### config.mk
export PLATFORM = sky130hd
export DESIGN_NAME = rccl_div
export DESIGN_NICKNAME = d
export VERILOG_FILES = /design/src/rtl/rccl_pkg.sv /design/src/rtl/rccl_div.sv
export SDC_FILE = /design/constraint.sdc
export NUM_CORES = 1
export LEC_CHECK = 0
export ABC_AREA = 1
export ABC_CLOCK_PERIOD_IN_PS = 3640
export BUFFER_PORTS_ARGS = -buffer_cell sky130_fd_sc_hd__buf_2
export CAP_MARGIN = 5
export CORE_MARGIN = 3
export CORE_UTILIZATION = 48
export DETAILED_ROUTE_END_ITERATION = 8
export PLACE_DENSITY = 0.72
export SLEW_MARGIN = 20
export SYNTH_ARGS = -nofsm -noshare
export SYNTH_HDL_FRONTEND = slang
export SYNTH_SLANG_ARGS = --single-unit
export TNS_END_PERCENT = 1
### constraint.sdc
create_clock -name clk -period 3.64 [get_ports clk]
set_clock_uncertainty 0.1 [all_clocks]
set_input_delay 1.092 -clock clk [delete_from_list [all_inputs] [get_ports clk]]
set_output_delay 1.092 -clock clk [all_outputs]
set_load 0.02 [all_outputs]
### src/rtl/rccl_pkg.sv
// Shared constants and types for the ray color consistency loss block.
// Depends on nothing; used by the top level and the divider.
`default_nettype none
package rccl_pkg;

	// Hit storage capacity and index widths.
	localparam int MAX_HITS = 64;
	localparam int HIDX_W   = $clog2(MAX_HITS);
	localparam int HCNT_W   = $clog2(MAX_HITS + 1);

	// Q1.16 one, used for occupancy clamping and the first running product.
	localparam logic [16:0] ONE_Q16 = 17'h10000;

	// Divider operand widths: magnitude shifted by 16 over a 17-bit occupancy.
	localparam int DIV_W = 43;
	localparam int DVS_W = 17;

	// Configuration register indexes.
	localparam int CFG_IDX_W = 2;
	localparam logic [CFG_IDX_W-1:0] CFG_BG_RED   = 2'd0;
	localparam logic [CFG_IDX_W-1:0] CFG_BG_GREEN = 2'd1;
	localparam logic [CFG_IDX_W-1:0] CFG_BG_BLUE  = 2'd2;

	// Request to the iterative divider.
	typedef struct packed {
		logic             start;
		logic [DIV_W-1:0] dividend;
		logic [DVS_W-1:0] divisor;
	} div_req_t;

	// Response from the iterative divider.
	typedef struct packed {
		logic             done;
		logic [DIV_W-1:0] quotient;
	} div_rsp_t;

endpackage
`default_nettype wire

### src/rtl/rccl_div.sv
// Restoring unsigned divider, one quotient bit per cycle.
// Depends on rccl_pkg for operand widths and the request/response structs.
`default_nettype none
module rccl_div (
	input  wire logic               clk,
	input  wire logic               arst_n,
	input  wire rccl_pkg::div_req_t req,
	output rccl_pkg::div_rsp_t      rsp
);
	import rccl_pkg::*;

	localparam int STEP_W = $clog2(DIV_W);

	logic              busy_q;
	logic              done_q;
	logic [STEP_W-1:0] step_q;
	logic [DVS_W-1:0]  rem_q;
	logic [DIV_W-1:0]  quo_q;
	logic [DVS_W-1:0]  dvs_q;

	logic [DVS_W:0]   trial;
	logic [DVS_W:0]   diff;
	logic             ge;
	logic [DVS_W-1:0] rem_next;

	// One restoring step: shift in the next dividend bit and try a subtract.
	always_comb begin
		trial    = {rem_q, quo_q[DIV_W-1]};
		diff     = trial - {1'b0, dvs_q};
		ge       = trial >= {1'b0, dvs_q};
		rem_next = ge ? diff[DVS_W-1:0] : trial[DVS_W-1:0];
	end

	// Control: step counter and completion pulse.
	always_ff @(posedge clk or negedge arst_n) begin
		if (!arst_n) begin
			busy_q <= 1'b0;
			done_q <= 1'b0;
			step_q <= '0;
		end else begin
			done_q <= 1'b0;
			if (req.start) begin
				busy_q <= 1'b1;
				step_q <= '0;
			end else if (busy_q) begin
				if (step_q == STEP_W'(DIV_W - 1)) begin
					busy_q <= 1'b0;
					done_q <= 1'b1;
				end else begin
					step_q <= step_q + 1'b1;
				end
			end
		end
	end

	// Datapath: remainder and quotient shift register.
	always_ff @(posedge clk) begin
		if (req.start) begin
			rem_q <= '0;
			quo_q <= req.dividend;
			dvs_q <= req.divisor;
		end else if (busy_q) begin
			rem_q <= rem_next;
			quo_q <= {quo_q[DIV_W-2:0], ge};
		end
	end

	assign rsp.done     = done_q;
	assign rsp.quotient = quo_q;

endmodule
`default_nettype wire

Yosys cells after proc, flatten, opt, wreduce, memory -nomap -nowiden

Index checks and enable logic that the tools add are counted.

Bits of input ports: 63
Flip-flop bits (word level): 85
Output and inout bits: 44
Logic and storage cells: 25

Mux-type cells: 12
Add/subtract/negate cells: 2
Reduce and logical (&&, ||, !) cells: 2
Equal/unequal tests: 2
Order comparisons: 1

Operators by type and width:

| operator            | number |
|---|---|
| $mux 43             | 2 |
| $ge 18x17->1        | 1 |
| $mux 6              | 3 |
| $mux 17             | 1 |
| $sub 17x17->17      | 1 |
| $add 6x1->6 const B | 1 |
| $eq 6x6->1 const B  | 1 |
| $mux 1              | 6 |
| $ne 2x2->1 const B  | 1 |
| $reduce_and 2->1    | 1 |
| $reduce_bool 2->1   | 1 |

Longest topological paths before layout

Depth after elaboration: 4
Depth in mapped cells: 15
Mapped depth without buffers: 14

Least setup slack after synthesis

No wires, ideal clock.

Path kind: input port to flip-flop
Start: input req[60] (netlist bit)
End: register step_q[4]
Stages on the path: 8
Library setup time: 0.120 ns
Path buffers: 1
Data arrival time: 2.568 ns
Setup slack: 0.852 ns
Required time: 3.420 ns
Cell sequence: buf_2 -> nor2_1 -> inv_2 -> nand2_1 -> nor3_1 -> nand3_1 -> nand2_1 -> a21oi_1

Longest elaborated chain between the ends: 2
Elaborated cells on any way between the ends: 4
Classes of those cells: eq/ne (1); mux (1); reduce/logical (2)

Ends and longest elaborated chain:

| item                                                                    | RTL line       | RTL |
|---|---|---|
| start, declared                                                         | rccl_div.sv:7  | `input wire rccl_pkg::div_req_t req,` |
| $ne 2x2->1 (no source line) / $reduce_bool 2->1 (equally long branches) | n/a            |  |
| $reduce_and 2->1 (no source line)                                       | n/a            |  |
| end signal, assigned                                                    | rccl_div.sv:50 | `step_q <= step_q + 1'b1;` |
| end, declared                                                           | rccl_div.sv:16 | `logic [STEP_W-1:0] step_q;` |

Several ways; a longest one is shown, not always the timed one.
A chain may end at the register's enable or synchronous reset.

Final worst setup path

Start: register quo_q[42]
End: register rem_q[2]

Longest elaborated chain between the ends: 2
Elaborated cells on any way between the ends: 3
Classes of those cells: add/sub (1); order compare (1); mux (1)

Ends and longest elaborated chain:

| item                                                  | RTL line                       | RTL |
|---|---|---|
| start, declared                                       | rccl_div.sv:18                 | `logic [DIV_W-1:0] quo_q;` |
| start signal, assigned                                | rccl_div.sv:60                 | `quo_q <= req.dividend;` |
| start signal, assigned                                | rccl_div.sv:64                 | `quo_q <= {quo_q[DIV_W-2:0], ge};` |
| $sub 17x17->17 / $ge 18x17->1 (equally long branches) | rccl_div.sv:29, rccl_div.sv:30 |  |
| $mux 17 *                                             | rccl_div.sv:31                 | `rem_next = ge ? diff[DVS_W-1:0] : trial[DVS_W-1:0];` |
| end signal, assigned                                  | rccl_div.sv:63                 | `rem_q <= rem_next;` |
| end, declared                                         | rccl_div.sv:17                 | `logic [DVS_W-1:0] rem_q;` |

Mark *: on every way between the ends. The rest lies on a longest branch, timed or not.

==> out/qor.txt <==
Status: complete, no violations
Synth Area in Compound Gates: 3.48%
Vias per Instance: 4.91
Final antenna-violating net count: 0
Final hold violations: 0
Synth Area in Simple Gates: 31.4%
XOR/XNOR Fraction of Synth Area: 1.30%
Critical R2R Capture: rem_q[2]
Worst VDD drop: 0.000237 V
Sink of the worst hold path: rem_q[11]
Largest area contributor in the netlist: edfxtp_1
Largest family of logic cells by synthesized area: simple AND/OR/NAND/NOR gates
First-pass GRT wire length: 18900 um
WS Path Type: flop to flop
Later-pin clock latency in the skew report: 340 ps
Worst-path clk slew: 90 ps
Reg-to-reg startpoint: quo_q[42]
Pwr/cell area: 629 nW/um^2
Met3 wire length: 900 um
Via count: 4093
CTS max path bufs: 2
Ranking of synthesized cells by area: edfxtp_1, nand2_1, dfxtp_1
Total Wirelength: 11200 um
Cell count after placement: 817
DR iter-0 viols: 277
Ys Warns: 0
Worst hold path type: flop to flop
Hold depth: 2
Num ports: 107
Commonest non-fill, non-tap cell in the layout: nand2_1
Yosys top cell area share: 38.3%
Post-Layout Cell Count: 833
Minimum clock period: 2540 ps
Antenna cells: 0
Die height: 105 um
Max Clk Rate: 394 MHz
Most frequent cells in the layout: nand2_1, buf_2, inv_1, edfxtp_1, nand3_1
Number of port buffers: 106
CTS sink count: 85
Min setup slack post-route: 1100 ps
GRT Total Usage: 21.0%
LEAKAGE: 2.92 nW
Postcts setup bufs: 0
CTS tree: built
Post-route core utilization: 59.1%
CP Data Arrival Time: 2690 ps
Setup-failing EPs final: 0
TritonRoute pass-1 iters: 5
Mean Syn Cell Area: 7.93 um^2
Yosys reg bits: 85
M1 WL: 4970 um
Initial core utilization: 50.2%
Rel. slew slack: 56.2%
Worst r2r path cells: 11
Yosys cell types: 32
Gpl congestion: 0.971
Full die area: 11000 um^2
Total core area: 9370 um^2
Wire per inst: 13.4 um
Min-delay src: rem_q[11]
GRT Residual Overflow: 0
Fin Setup TNS: 0 ps
WP data required: 3790 ps
Highest Signal Layer: met4
Placement Setup Slack: 1070 ps
Post-Synth Adder-Cell Area: 5.48%
Sequential share of the synthesized area: 49.8%
Tcrit/Tclk final: 69.7%
Mapped Area: 4700 um^2
RSZ-0062 raised after global routing: no
Cts hold-fix bufs: 0
Clock Tree Root: clkbuf_8
Multiplexer share of the synthesized area: 0%
Synth-to-Final Area Change: 17.8%
Final Max Slew Viols: 0
CP max FO: 16
Area of the multi-input gates: 1960 um^2
Max-cap violations: 0
Nets: 782
Largest net degree at the start of global routing: 62
Syn nets: 676
DRC Markers: 0
CTS HTree Levels: 3
CP Launch Point: quo_q[42]
Met2 WL: 5130 um
Final HPWL DP: 8360 um
Worst setup SP type: flop
CTS resizes: 0
Worst setup EP type: flop
Std-Cell Rows: 35
Layout cells sized above 1: 20.3%
Die W: 105 um
FILL cells: 882
CTS buffer count: 9
Vias in the first global route: 4047
Register area: 2340 um^2
Initial antenna violation count: 0
Worst-margin pin slew: 657 ps
R2r setup slk: 1100 ps
Mapped Cells: 593
[power by group]
part           switching [mW]  leakage [nW]  internal [mW]
sequential              0.111         0.883           1.21
clock                   0.336        0.0959          0.338
combinational           0.938          1.94          0.551
total                    1.39          2.92           2.10
[cells by family (layout without fill, tap and decap cells)]
logic type / count (synthesis) / count (layout)
AOI/OAI and AO/OA: 31 / 31
xor gates and xnor gates: 7 / 7
adders and majority gates: 20 / 20
buffers and inverters: 96 / 207
and+or+nand+nor: 354 / 354
DFF: 85 / 85
[worst max-delay path: stages, from the launching register on]
cell,delay [ps]
edfxtp_1,400
inv_1,100
ha_1,150
inv_1,70
fa_1,430
nand3_1,130
nand3_2,120
nand2_1,330
nand2_2,290
nand2_1,140
nand3_1,70
o21ai_0,100
[metrics by stage]
| step | cell area (um^2) | power, mW | hold slack (ps) |
|---|---|---|---|
| after floorplan | 4700 | 2.48 | 344 |
| after global placement | 5340 | 2.78 | 358 |
| after detailed placement | 5340 | 2.81 | 361 |
| after CTS | 5540 | 3.50 | 374 |
| after global routing | 5540 | 3.77 | 394 |
| final | 5540 | 3.48 | 369 |
[flip-flops by register name, indices dropped and copies added (netlist names)]
| name | cells |
|---|---|
| busy_q | 1 |
| done_q | 1 |
| dvs_q | 17 |
| quo_q | 43 |
| rem_q | 17 |
| step_q | 6 |
[area by class of cell]
| class | instances | area share [%] |
|---|---|---|
| clock buffer | 11 | 2.55 |
| clock inverter | 5 | 1.06 |
| inverter | 78 | 5.28 |
| multi-input combinational | 412 | 35.4 |
| sequential | 85 | 42.3 |
| tap | 129 | 2.91 |
| timing repair buffer | 113 | 10.5 |
[synth_stat cells, drive strengths merged]
library cell and n:
nor3 6, nand3b 6, o21ai 12, nand4 2, o31ai 1, buf 9
edfxtp 60, ha 19, and2 3, a31oi 1, dfxtp 17, xnor2 7
fa 1, or2 1, clkbuf 9, dfrtp 8, inv 78, nand3 54
o21bai 1, o21a 1, a21oi 15, nand2 253, nor2 29
[metal layers]
layer | global-route usage, % | vias to the layer above
li1 | - | 2090
met1 | 27.6 | 1854
met2 | 33.7 | 139
met3 | 5.74 | 10
met4 | 6.28 | 0
met5 | 0 | -
[worst max path at each step]
stage	endpoint	slack, ps	depth (start not counted)
floorplan	step_q[4]	850	8
global placement	quo_q[19]	1110	5
detailed placement	quo_q[16]	1070	5
CTS	rem_q[2]	1090	11
global route	rem_q[2]	850	11
finish	rem_q[2]	1100	11
(Power assumes the default switching activity.)
